--- config.mk ---
export PLATFORM = sky130hd
export DESIGN_NAME = vpi_mul
export DESIGN_NICKNAME = d
export VERILOG_FILES = /design/src/sv/vpi_pkg.sv /design/src/sv/vpi_mul.sv
export SDC_FILE = /design/constraint.sdc
export NUM_CORES = 2
export LEC_CHECK = 0
export ABC_AREA = 1
export BUFFER_PORTS_ARGS = -buffer_cell sky130_fd_sc_hd__clkbuf_2
export CAP_MARGIN = 20
export CORE_ASPECT_RATIO = 0.5
export CORE_MARGIN = 2
export CORE_UTILIZATION = 60
export DETAILED_ROUTE_END_ITERATION = 10
export PLACE_DENSITY_LB_ADDON = 0.3
export SETUP_SLACK_MARGIN = 0.05
export SLEW_MARGIN = 0
export SYNTH_ARGS = -nofsm -noshare
export SYNTH_HDL_FRONTEND = slang
export SYNTH_SLANG_ARGS = --single-unit
--- constraint.sdc ---
create_clock -name clk -period 9.3 [get_ports clk]
set_clock_uncertainty 0.05 [all_clocks]
set_input_delay 1.86 -clock clk [delete_from_list [all_inputs] [get_ports clk]]
set_output_delay 1.86 -clock clk [all_outputs]
set_load 0.05 [all_outputs]
--- src/sv/vpi_pkg.sv ---
package vpi_pkg;

  // Field and datapath widths
  localparam int DATA_W     = 32;                   // Q16.16 positions, forces, velocities
  localparam int DRAG_W     = 17;                   // unsigned Q1.16 drag coefficient
  localparam int DT_W       = 16;                   // unsigned Q0.16 step length
  localparam int CMD_W      = 2;
  localparam int IN_DATA_W  = 4 * DATA_W + DT_W;    // 144 bits, whole bytes
  localparam int OUT_DATA_W = 4 * DATA_W;           // 128 bits
  localparam int CFG_ADDR_W = 1;

  // Shared divider: signed dividend up to +/-2^48, unsigned 32-bit divisor
  localparam int DIV_W     = 50;
  localparam int DIV_MAG_W = DIV_W - 1;
  localparam int DEN_W     = 32;
  localparam int CNT_W     = $clog2(DIV_MAG_W);

  // Shared multiplier: 33 x 33 signed
  localparam int MUL_W  = 33;
  localparam int PROD_W = 2 * MUL_W;

  localparam logic [DATA_W-1:0] MASS_RST = 32'd65536;
  localparam logic [DRAG_W-1:0] DRAG_RST = 17'd32768;

  localparam logic signed [PROD_W-1:0] SAT_HI = PROD_W'(2147483647);
  localparam logic signed [PROD_W-1:0] SAT_LO = -SAT_HI - PROD_W'(1);

  typedef enum logic [CMD_W-1:0] {
    CMD_FORCE  = 2'd0,
    CMD_STEP   = 2'd1,
    CMD_SETPOS = 2'd2,
    CMD_NOP    = 2'd3
  } cmd_t;

  typedef enum logic [CFG_ADDR_W-1:0] {
    REG_MASS = 1'b0,
    REG_DRAG = 1'b1
  } reg_idx_t;

  typedef enum logic [3:0] {
    ST_IDLE,
    ST_FORCE,
    ST_DT2,
    ST_DT2W,
    ST_VEL,
    ST_DMUL,
    ST_DFRC,
    ST_DDIV,
    ST_IMUL,
    ST_IDIV,
    ST_AMUL,
    ST_SUM,
    ST_COMMIT,
    ST_OVEL,
    ST_OUT
  } state_t;

  typedef struct packed {
    logic              start;
    logic [DIV_W-1:0]  num;   // signed dividend
    logic [DEN_W-1:0]  den;   // unsigned divisor
  } div_req_t;

  typedef struct packed {
    logic              busy;
    logic              done;
    logic [DIV_W-1:0]  q;     // signed quotient, truncated toward zero
  } div_rsp_t;

  typedef struct packed {
    logic              en;
    logic [MUL_W-1:0]  a;     // signed operand
    logic [MUL_W-1:0]  b;     // signed operand
  } mul_req_t;

  // Clamp to the signed 32-bit range
  function automatic logic signed [DATA_W-1:0] sat32(input logic signed [PROD_W-1:0] v);
    if (v > SAT_HI) begin
      sat32 = SAT_HI[DATA_W-1:0];
    end else if (v < SAT_LO) begin
      sat32 = SAT_LO[DATA_W-1:0];
    end else begin
      sat32 = v[DATA_W-1:0];
    end
  endfunction

  // Arithmetic right shift that rounds toward zero
  function automatic logic signed [PROD_W-1:0] trunc_shr(input logic signed [PROD_W-1:0] v,
                                                         input int unsigned sh);
    logic signed [PROD_W-1:0] bias;
    bias = (PROD_W'(1) <<< sh) - PROD_W'(1);
    if (v < 0) begin
      trunc_shr = (v + bias) >>> sh;
    end else begin
      trunc_shr = v >>> sh;
    end
  endfunction

endpackage

--- src/sv/vpi_mul.sv ---
module vpi_mul (
  input  logic                       clk,
  input  vpi_pkg::mul_req_t          req,
  output logic [vpi_pkg::PROD_W-1:0] prod
);
  import vpi_pkg::*;

  logic signed [PROD_W-1:0] prod_r;

  // Register the product; hold it until the next issue
  always_ff @(posedge clk) begin
    if (req.en) begin
      prod_r <= $signed(req.a) * $signed(req.b);
    end
  end

  assign prod = prod_r;

endmodule

==> results.json <==
{
  "hold_class": "input pin to flip-flop",
  "netlist_top_cells_count": "inv_1, nand2_1, fa_1",
  "async_reset_ff_share_pct": 0,
  "overflow": 0,
  "crit_fanout": 20,
  "cts_root_buffer": "clkbuf_16",
  "synthTopCellsByArea": "fa_1, inv_1, nand2_1, ha_1, edfxtp_1",
  "period_share_pct": 98.3,
  "grt_pass1_vias": 37600,
  "postRouteAntennaNets": 0,
  "cts_tree": "built",
  "ctsHoldBuffers": 0,
  "holdWs_ns": 2.18,
  "core_um2": 72700,
  "netlist_area_um2": 43800,
  "min_period_ns": 9.14,
  "wl_per_cell_um": 18.3,
  "netlist_instances": 5543,
  "cap_violations": 0,
  "ys_seq_elements": 66,
  "dieArea_um2": 75400,
  "clk_pin_slew_ns": 0.06,
  "ys_warn_count": 0,
  "drv_slew": 0,
  "synth_edf_count": 66,
  "io-pin-count": 134,
  "relSlewSlack_pct": 34.2,
  "track_usage_pct": 34.4,
  "vias": 34400,
  "fmax_ghz": 0.109,
  "max_slew.worst_pin.slew_ns": 0.976,
  "largest_register_ff_count": 66,
  "grt_max_degree": 67,
  "syn_area_per_cell_um2": 7.91,
  "ys_seq_area_share_pct": 4.52,
  "finalWirelength_um": 121000,
  "rsz0062_at_grt": "yes",
  "grt_pass1_wl_um": 200000,
  "cp-start-kind": "input pin",
  "drc": 0,
  "area_growth_pct": 7.20,
  "hold_violations": 0,
  "firstDrtPassIters": 5,
  "endpoint_kind": "flip-flop",
  "drt-initial-drc-count": 3065,
  "synth_area_leader_cell": "fa_1",
  "die-height_um": 195,
  "io_buffers": 133,
  "antenna_found_initial": 4,
  "arrival_ns": 9.17,
  "fin_nets": 7075,
  "path_class": "input pin to flip-flop",
  "vias_per_cell": 5.19,
  "rows": 70,
  "synth_flop_cell": "edfxtp_1",
  "htreeDepth": 3,
  "cts-buffers-inserted": 9,
  "required_ns": 9.33,
  "netlist.area_leader.share_pct": 52.3,
  "drive_above_1_share_pct": 7.77,
  "start_util_pct": 60.3,
  "die_x_um": 386,
  "syn-num-nets": 6973,
  "clockBufferDepth": 2,
  "clock_sink_count": 66,
  "netlist-cell-type-count": 35,
  "gp_congestion": 1.01,
  "setup_violations": 0,
  "synth.most_common_cell": "inv_1",
  "hpwl_um": 106000,
  "status": "completed"
}
layout by cell type, fill, tap and decap left out, drive strengths merged, types with 23 or more instances in the layout:
master | Yosys | routed
buf | 1 | 223
nand3 | 78 | 78
fa | 1145 | 1145
a21oi | 65 | 65
xor2 | 37 | 37
ha | 217 | 217
nor2 | 154 | 154
edfxtp | 66 | 66
inv | 1895 | 1897
clkbuf | 262 | 140
o21ai | 23 | 23
nand2 | 1534 | 1534
cell type report:
cell class              instances  area, µm²
multi-input cells            3319      33800
fillers                      6195      25700
inverters                    1895       7110
repair buffers                354       2590
flip-flops and latches         66       1980
well taps                     972       1220
clock buffers                   9        225
clock inverters                 7       77.6
diodes                          2       5.00
critical path, cell delays in order:
cell,delay [ns]
clkbuf_2,0.48
buf_4,0.36
nand2_1,0.12
fa_1,0.39
inv_1,0.08
fa_1,0.44
fa_1,0.52
inv_1,0.06
fa_1,0.47
inv_1,0.05
fa_1,0.50
fa_1,0.50
fa_1,0.49
inv_1,0.05
fa_1,0.52
inv_1,0.06
ha_1,0.41
nand2_1,0.08
nand2_1,0.10
a21oi_1,0.07
buf_4,0.15
o21ai_0,0.76
a21oi_2,0.17
inv_1,0.13
nand2_1,0.13
nand4_1,0.11
nand2_1,0.10
final timing paths:
check | endpoint | slack, ns | from | depth (start not counted)
worst min-delay path | prod[11] | 2.18 | req[66] | 2
worst max-delay path | prod[48] | 0.16 | req[11] | 27
cells by family (layout without fill, tap and decap cells):
group	after synthesis	count (layout)	share of synthesized area, %
other	0	2	0
AO/OA/AOI/OAI	106	106	1.36
adder cells (fa/ha/maj)	1362	1362	58.5
XOR/XNOR	41	41	0.819
AND/OR/NAND/NOR	1810	1810	16.3
buffers and inverters	2158	2265	18.5
flip-flops	66	66	4.52
metrics by stage:
stage	util (%)	setup slack (ns)	TNS, ns	instances	cell area (µm²)
CTS	64.5	0.242	0	6617	46900
global route	64.6	0.00815	0	6624	47000
global placement	64.1	-0.0389	-0.0389	6601	46600
floorplan	-	0.494	0	5543	43800
detailed placement	64.1	-0.104	-0.204	6601	46600
finish	64.6	0.159	0	6624	47000
per-layer routing:
metal  GRT usage (%)  part of all wire [%]  vias up
li1                -                     -    15300
met5               0                 0.011        -
met4            9.59                   3.2        2
met3            5.57                   9.3      256
met2            56.2                    47     1592
met1            48.1                    41    17300
repair_timing:
item / in CTS / in global routing
setup endpoints to repair: 0 / 9
gates resized for setup: 0 / 12
setup buffers: 0 / 4
Power is not shown: default switching activity piles up to over one toggle a cycle in this logic, so the estimate is an artifact.
