===== src/sv/vpi_pkg.sv =====
package vpi_pkg;

  // Field and datapath widths
  localparam int DATA_W     = 32;                   // Q16.16 positions, forces, velocities
  localparam int DRAG_W     = 17;                   // unsigned Q1.16 drag coefficient
  localparam int DT_W       = 16;                   // unsigned Q0.16 step length
  localparam int CMD_W      = 2;
  localparam int IN_DATA_W  = 4 * DATA_W + DT_W;    // 144 bits, whole bytes
  localparam int OUT_DATA_W = 4 * DATA_W;           // 128 bits
  localparam int CFG_ADDR_W = 1;

  // Shared divider: signed dividend up to +/-2^48, unsigned 32-bit divisor
  localparam int DIV_W     = 50;
  localparam int DIV_MAG_W = DIV_W - 1;
  localparam int DEN_W     = 32;
  localparam int CNT_W     = $clog2(DIV_MAG_W);

  // Shared multiplier: 33 x 33 signed
  localparam int MUL_W  = 33;
  localparam int PROD_W = 2 * MUL_W;

  localparam logic [DATA_W-1:0] MASS_RST = 32'd65536;
  localparam logic [DRAG_W-1:0] DRAG_RST = 17'd32768;

  localparam logic signed [PROD_W-1:0] SAT_HI = PROD_W'(2147483647);
  localparam logic signed [PROD_W-1:0] SAT_LO = -SAT_HI - PROD_W'(1);

  typedef enum logic [CMD_W-1:0] {
    CMD_FORCE  = 2'd0,
    CMD_STEP   = 2'd1,
    CMD_SETPOS = 2'd2,
    CMD_NOP    = 2'd3
  } cmd_t;

  typedef enum logic [CFG_ADDR_W-1:0] {
    REG_MASS = 1'b0,
    REG_DRAG = 1'b1
  } reg_idx_t;

  typedef enum logic [3:0] {
    ST_IDLE,
    ST_FORCE,
    ST_DT2,
    ST_DT2W,
    ST_VEL,
    ST_DMUL,
    ST_DFRC,
    ST_DDIV,
    ST_IMUL,
    ST_IDIV,
    ST_AMUL,
    ST_SUM,
    ST_COMMIT,
    ST_OVEL,
    ST_OUT
  } state_t;

  typedef struct packed {
    logic              start;
    logic [DIV_W-1:0]  num;   // signed dividend
    logic [DEN_W-1:0]  den;   // unsigned divisor
  } div_req_t;

  typedef struct packed {
    logic              busy;
    logic              done;
    logic [DIV_W-1:0]  q;     // signed quotient, truncated toward zero
  } div_rsp_t;

  typedef struct packed {
    logic              en;
    logic [MUL_W-1:0]  a;     // signed operand
    logic [MUL_W-1:0]  b;     // signed operand
  } mul_req_t;

  // Clamp to the signed 32-bit range
  function automatic logic signed [DATA_W-1:0] sat32(input logic signed [PROD_W-1:0] v);
    if (v > SAT_HI) begin
      sat32 = SAT_HI[DATA_W-1:0];
    end else if (v < SAT_LO) begin
      sat32 = SAT_LO[DATA_W-1:0];
    end else begin
      sat32 = v[DATA_W-1:0];
    end
  endfunction

  // Arithmetic right shift that rounds toward zero
  function automatic logic signed [PROD_W-1:0] trunc_shr(input logic signed [PROD_W-1:0] v,
                                                         input int unsigned sh);
    logic signed [PROD_W-1:0] bias;
    bias = (PROD_W'(1) <<< sh) - PROD_W'(1);
    if (v < 0) begin
      trunc_shr = (v + bias) >>> sh;
    end else begin
      trunc_shr = v >>> sh;
    end
  endfunction

endpackage


===== src/sv/vpi_div.sv =====
module vpi_div (
  input  logic               clk,
  input  logic               rst_n,
  input  vpi_pkg::div_req_t  req,
  output vpi_pkg::div_rsp_t  rsp
);
  import vpi_pkg::*;

  logic                    busy_r;
  logic                    fin_r;
  logic                    done_r;
  logic [CNT_W-1:0]        cnt_r;
  logic                    neg_r;
  logic                    zero_r;
  logic [DEN_W-1:0]        den_r;
  logic [DEN_W-1:0]        rem_r;
  logic [DIV_MAG_W-1:0]    quo_r;
  logic [DIV_W-1:0]        q_r;

  logic signed [DIV_W-1:0] num_s;
  logic [DIV_W-1:0]        mag;
  logic [DEN_W+1:0]        trial;
  logic                    fits;

  // Magnitude of the dividend, taken on start
  assign num_s = $signed(req.num);
  assign mag   = (num_s < 0) ? DIV_W'(-num_s) : DIV_W'(num_s);

  // One restoring step: shift in the next dividend bit, try to subtract
  assign trial = {1'b0, rem_r, quo_r[DIV_MAG_W-1]} - {2'b00, den_r};
  assign fits  = ~trial[DEN_W+1];

  // Control: one quotient bit a cycle, then a sign-fixing step
  always_ff @(posedge clk) begin
    if (!rst_n) begin
      busy_r <= 1'b0;
      fin_r  <= 1'b0;
      done_r <= 1'b0;
      cnt_r  <= '0;
    end else begin
      done_r <= busy_r && fin_r;
      if (req.start && !busy_r) begin
        busy_r <= 1'b1;
        fin_r  <= 1'b0;
        cnt_r  <= '0;
      end else if (busy_r && fin_r) begin
        busy_r <= 1'b0;
        fin_r  <= 1'b0;
      end else if (busy_r) begin
        cnt_r <= cnt_r + CNT_W'(1);
        if (cnt_r == CNT_W'(DIV_MAG_W - 1)) begin
          fin_r <= 1'b1;
        end
      end
    end
  end

  // Datapath: remainder, shifting quotient, signed result
  always_ff @(posedge clk) begin
    if (req.start && !busy_r) begin
      neg_r  <= num_s < 0;
      zero_r <= (mag == '0);
      den_r  <= req.den;
      rem_r  <= '0;
      quo_r  <= mag[DIV_MAG_W-1:0];
    end else if (busy_r && fin_r) begin
      if (zero_r) begin
        q_r <= '0;
      end else if (neg_r) begin
        q_r <= DIV_W'(0) - {1'b0, quo_r};
      end else begin
        q_r <= {1'b0, quo_r};
      end
    end else if (busy_r) begin
      rem_r <= fits ? trial[DEN_W-1:0] : {rem_r[DEN_W-2:0], quo_r[DIV_MAG_W-1]};
      quo_r <= {quo_r[DIV_MAG_W-2:0], fits};
    end
  end

  assign rsp.busy = busy_r;
  assign rsp.done = done_r;
  assign rsp.q    = q_r;

endmodule


===== config.mk =====
export PLATFORM = sky130hd
export DESIGN_NAME = vpi_div
export DESIGN_NICKNAME = d
export VERILOG_FILES = /design/src/sv/vpi_pkg.sv /design/src/sv/vpi_div.sv
export SDC_FILE = /design/constraint.sdc
export NUM_CORES = 1
export LEC_CHECK = 0
export BUFFER_PORTS_ARGS = -buffer_cell sky130_fd_sc_hd__buf_2
export CAP_MARGIN = 20
export CORE_ASPECT_RATIO = 0.9
export CORE_UTILIZATION = 59
export DETAILED_ROUTE_END_ITERATION = 10
export PLACE_DENSITY = 0.78
export SYNTH_ARGS = -nofsm -noshare
export SYNTH_HDL_FRONTEND = slang
export SYNTH_SLANG_ARGS = --single-unit

===== constraint.sdc =====
create_clock -name clk -period 4.09 [get_ports clk]
set_input_delay 0.2045 -clock clk [delete_from_list [all_inputs] [get_ports clk]]
set_output_delay 0.2045 -clock clk [all_outputs]
set_load 0.05 [all_outputs]

==> summary.md <==
| Metric | Value |
|---|---|
| Status | `complete, no violations` |
| Core footprint | `about 18,000 um2` |
| Leak | `5.187 nW` |
| Placed cells | `~1,500` |
| Via density | `5.965` |
| Nets@finish | `1,438` |
| WHS | `26.10 ps` |
| Worst-path fanout max | `27` |
| Clock Tree Buf Depth | `2` |
| Latest clock arrival within the worst-skew pair | `440 ps` |
| Cell variety after synth | `77` |
| Reg2Reg Depth | `12` |
| Initial Util | `between 60% and 70%` |
| DIE HEIGHT | `131.5 um` |
| Synthesis-to-finish area growth | `15.50%` |
| Final worst path period share | `89.54%` |
| Most frequent cells in the layout | `136 x buf_2, 133 x edfxtp_1, 132 x nand2_1` |
| Clk root buf | `clkbuf_16` |
| Hold path depth | `2` |
| Setup Skew | `between 15 and 20 ps` |
| Async SR Flop Fraction | `0%` |
| Min Tclk post-route | `3662 ps` |
| Final-report setup violation count | `0` |
| CTS Buf Count | `17` |
| Reg2reg setup slack | `430 ps` |
| Hold EP | `busy_r` |
| Drt wl/cell | `~17 um` |
| Final hold viol count | `0` |
| Number of global-route vias before repair | `8,271` |
| RSZ-0062 raised after global routing | `false` |
| Crit path DAT | `roughly 4000 ps` |
| GPL Wtd Cong | `0.9202` |
| Ant diodes | `0` |
| Max stage delay on crit path | `480 ps` |
| Post-Syn Instances | `1,175` |
| Power, Total | `between 6 and 7 mW` |
| Hold Crit Class | `primary input to register` |
| YS warnings | `0` |
| Antenna-violating nets left | `0` |
| XOR/XNOR Fraction of Synth Area | `9.879%` |
| Post-synthesis average cell area | `9.356 um2` |
| Post-synth EDFFs | `133` |
| Largest net degree at the start of global routing | `94` |
| Compound-Gate Fraction of Synth Area | `17.41%` |
| I/O Buffers | `roughly 140` |
| Die area | `19,180 um2` |
| Leading cell type in the layout, fill and taps excluded | `buf_2` |
| Finished Layout Cells | `1,568` |
| Post-CTS sizing | `0` |
| Grt total ovfl | `0` |
| Share of cells above drive strength 1 | `16.49%` |
| DR DRC count | `0` |
| Critical Setup Path Class | `register to register` |
| First-pass GRT wire length | `around 42 mm` |
| CP Capture Type | `register` |
| DRT iter0 DRCs | `856` |
| Worst path bufs/invs | `2` |
| Max-slew headroom | `30.03%` |
| RR Startpoint | `quo_r[48]` |
| Mapped cell area | `~11,000 um2` |
| I/O pins | `between 100 and 150` |
| Dpl cell area | `11,780 um2` |
| Fmax | `273.1 MHz` |
| H-tree Lvls | `4` |
| Fill cells | `between 1,000 and 1,500` |
| Clock transition at the registers of the reported paths | `70 ps` |
| Hpwl dp | `between 15 and 20 mm` |
| Simple-gate share of the synthesized area | `18.38%` |
| Max_cap viols | `0` |
| Power per Cell Area | `roughly 490 nW/um2` |
| Worst-Margin Slew | `between 1000 and 1500 ps` |
| Mux contribution to synthesized area | `~1.9%` |
| Total GRT Usage | `27.67%` |
| Final Max Tran Viols | `0` |
| Multi-input combinational cell area | `5718 um2` |
| Chip width | `around 150 um` |
| Site Rows | `46` |
| Synth Flop Type | `edfxtp_1` |
| Clock sinks | `174` |
| Slowest CP cell | `edfxtp_1` |
| Post-synthesis sequential area ratio | `43.80%` |
| Design area | `12,700 um2` |
| Delay-heaviest family, CP | `compound AO/OA/AOI/OAI gates` |
| Hold path start | `rst_n` |
| Net Count, Synth | `between 1,000 and 1,500` |
| Total number of vias | `approximately 9,400` |
| Drt first pass iters | `6` |
| Crit Reg-Reg Endpoint | `rem_r[1]` |
| Crit path launch type | `register` |
| Maximum VDD drop | `319.7 uV` |
| Register Area | `roughly 4800 um2` |
| Adder-cell share of the synthesized area | `between 4 and 5%` |
| Detailed-route wire length | `about 26 mm` |
| Worst EP required | `roughly 4400 ps` |
| Final setup TNS | `0 ps` |
| Worst-path cell chain | `inv_1 > ha_1 > nor2b_1 > o31ai_1 > a211oi_1 > o21ai_0 > a211o_1 > a21oi_1 > o21ai_2 > buf_4 > nand2b_1 > a32o_1` |
| Synth Register Bits | `174` |
| CTS tree | `yes` |
| Main combinational cell family by area after synthesis | `simple AND/OR/NAND/NOR gates` |
| Initial antenna violation count | `0` |
==> worst max-delay path by stage <==
| stage | startpoint | to | slack [ps] | depth (start not counted) |
|---|---|---|---|---|
| 6_report | quo_r[48] | rem_r[1] | 430 | 12 |
| 5_1_grt | quo_r[48] | rem_r[1] | 210 | 12 |
| 4_1_cts | quo_r[48] | rem_r[1] | 500 | 12 |
| 3_5_place_dp | quo_r[48] | rem_r[1] | 570 | 12 |
| 3_3_place_gp | req[43] | zero_r | 630 | 10 |
| 2_1_floorplan | busy_r | busy_r | 880 | 6 |
==> report_power, final <==
| group | switching (mW) | internal [mW] | total (mW) | leakage [nW] |
|---|---|---|---|---|
| Clock | 0.701 | 0.846 | 1.55 | 0.273 |
| Combinational | 1.24 | 0.914 | 2.16 | 3.31 |
| Sequential | 0.251 | 2.20 | 2.45 | 1.60 |
| Total | 2.20 | 3.96 | 6.16 | 5.19 |
==> state kept, by name, summed over array words and instances, names as in the netlist <==
name and count:
q_r 50, quo_r 49, den_r 32, rem_r 32, cnt_r 6, busy_r 1, done_r 1, fin_r 1
neg_r 1, zero_r 1
==> per-stage QoR <==
step	setup WS (ps)	util, %
4_1_cts	504.3	70.78
3_5_place_dp	566.1	65.83
6_report	427.7	70.94
2_1_floorplan	884.6	-
3_3_place_gp	628.6	65.83
5_1_grt	205.4	70.94
==> cells by family (layout without fill, tap and decap cells) <==
group	Yosys count	count (layout)
and+or+nand+nor	403	403
AOI/OAI and AO/OA	305	305
DFF	174	174
xor gates and xnor gates	124	124
buffers and inverters	111	264
adders and majority gates	38	38
muxes	20	20
==> Yosys cell counts (22+ instances only) <==
cell type / number / area share, %
nand2_1: 132 / 4.5
or3_1: 22 / 1.3
inv_1: 53 / 1.8
a21oi_1: 53 / 2.4
nor3_1: 27 / 1.2
xor2_1: 90 / 7.2
ha_1: 37 / 4.2
nor2_1: 100 / 3.4
dfxtp_1: 41 / 7.5
edfxtp_1: 133 / 36
clkbuf_1: 46 / 1.6
xnor2_1: 34 / 2.7
o21ai_0: 127 / 5.8
==> worst reg2reg max path, delay by kind of cell, from the launching register on <==
kind	cells	cell delay [ps]
AOI/OAI and AO/OA	7	1970
DFF	1	480
and+or+nand+nor	2	450
buffers and inverters	2	420
adders and majority gates	1	220
==> layout make-up <==
cell class | count | share of cell area (%)
Clock buffer | 17 | 3.350
Clock inverter | 15 | 1.104
Inverter | 54 | 1.596
Multi-Input combinational cell | 890 | 45.03
Sequential cell | 174 | 37.92
Tap cell | 240 | 2.365
Timing Repair Buffer | 178 | 8.632
==> per-layer routing <==
metal	track usage [%]	part of all wire, %
met2	37.99	41
met4	7.953	1.3
met5	0	0
met1	44.29	49
met3	4.132	9.6
==> what timing repair did <==
item                      4_1_cts  5_1_grt
hold buffers                   32        0
buffers inserted                0        0
hold endpoints to repair       32        0
No activity file was read; power rests on OpenSTA's default activity.
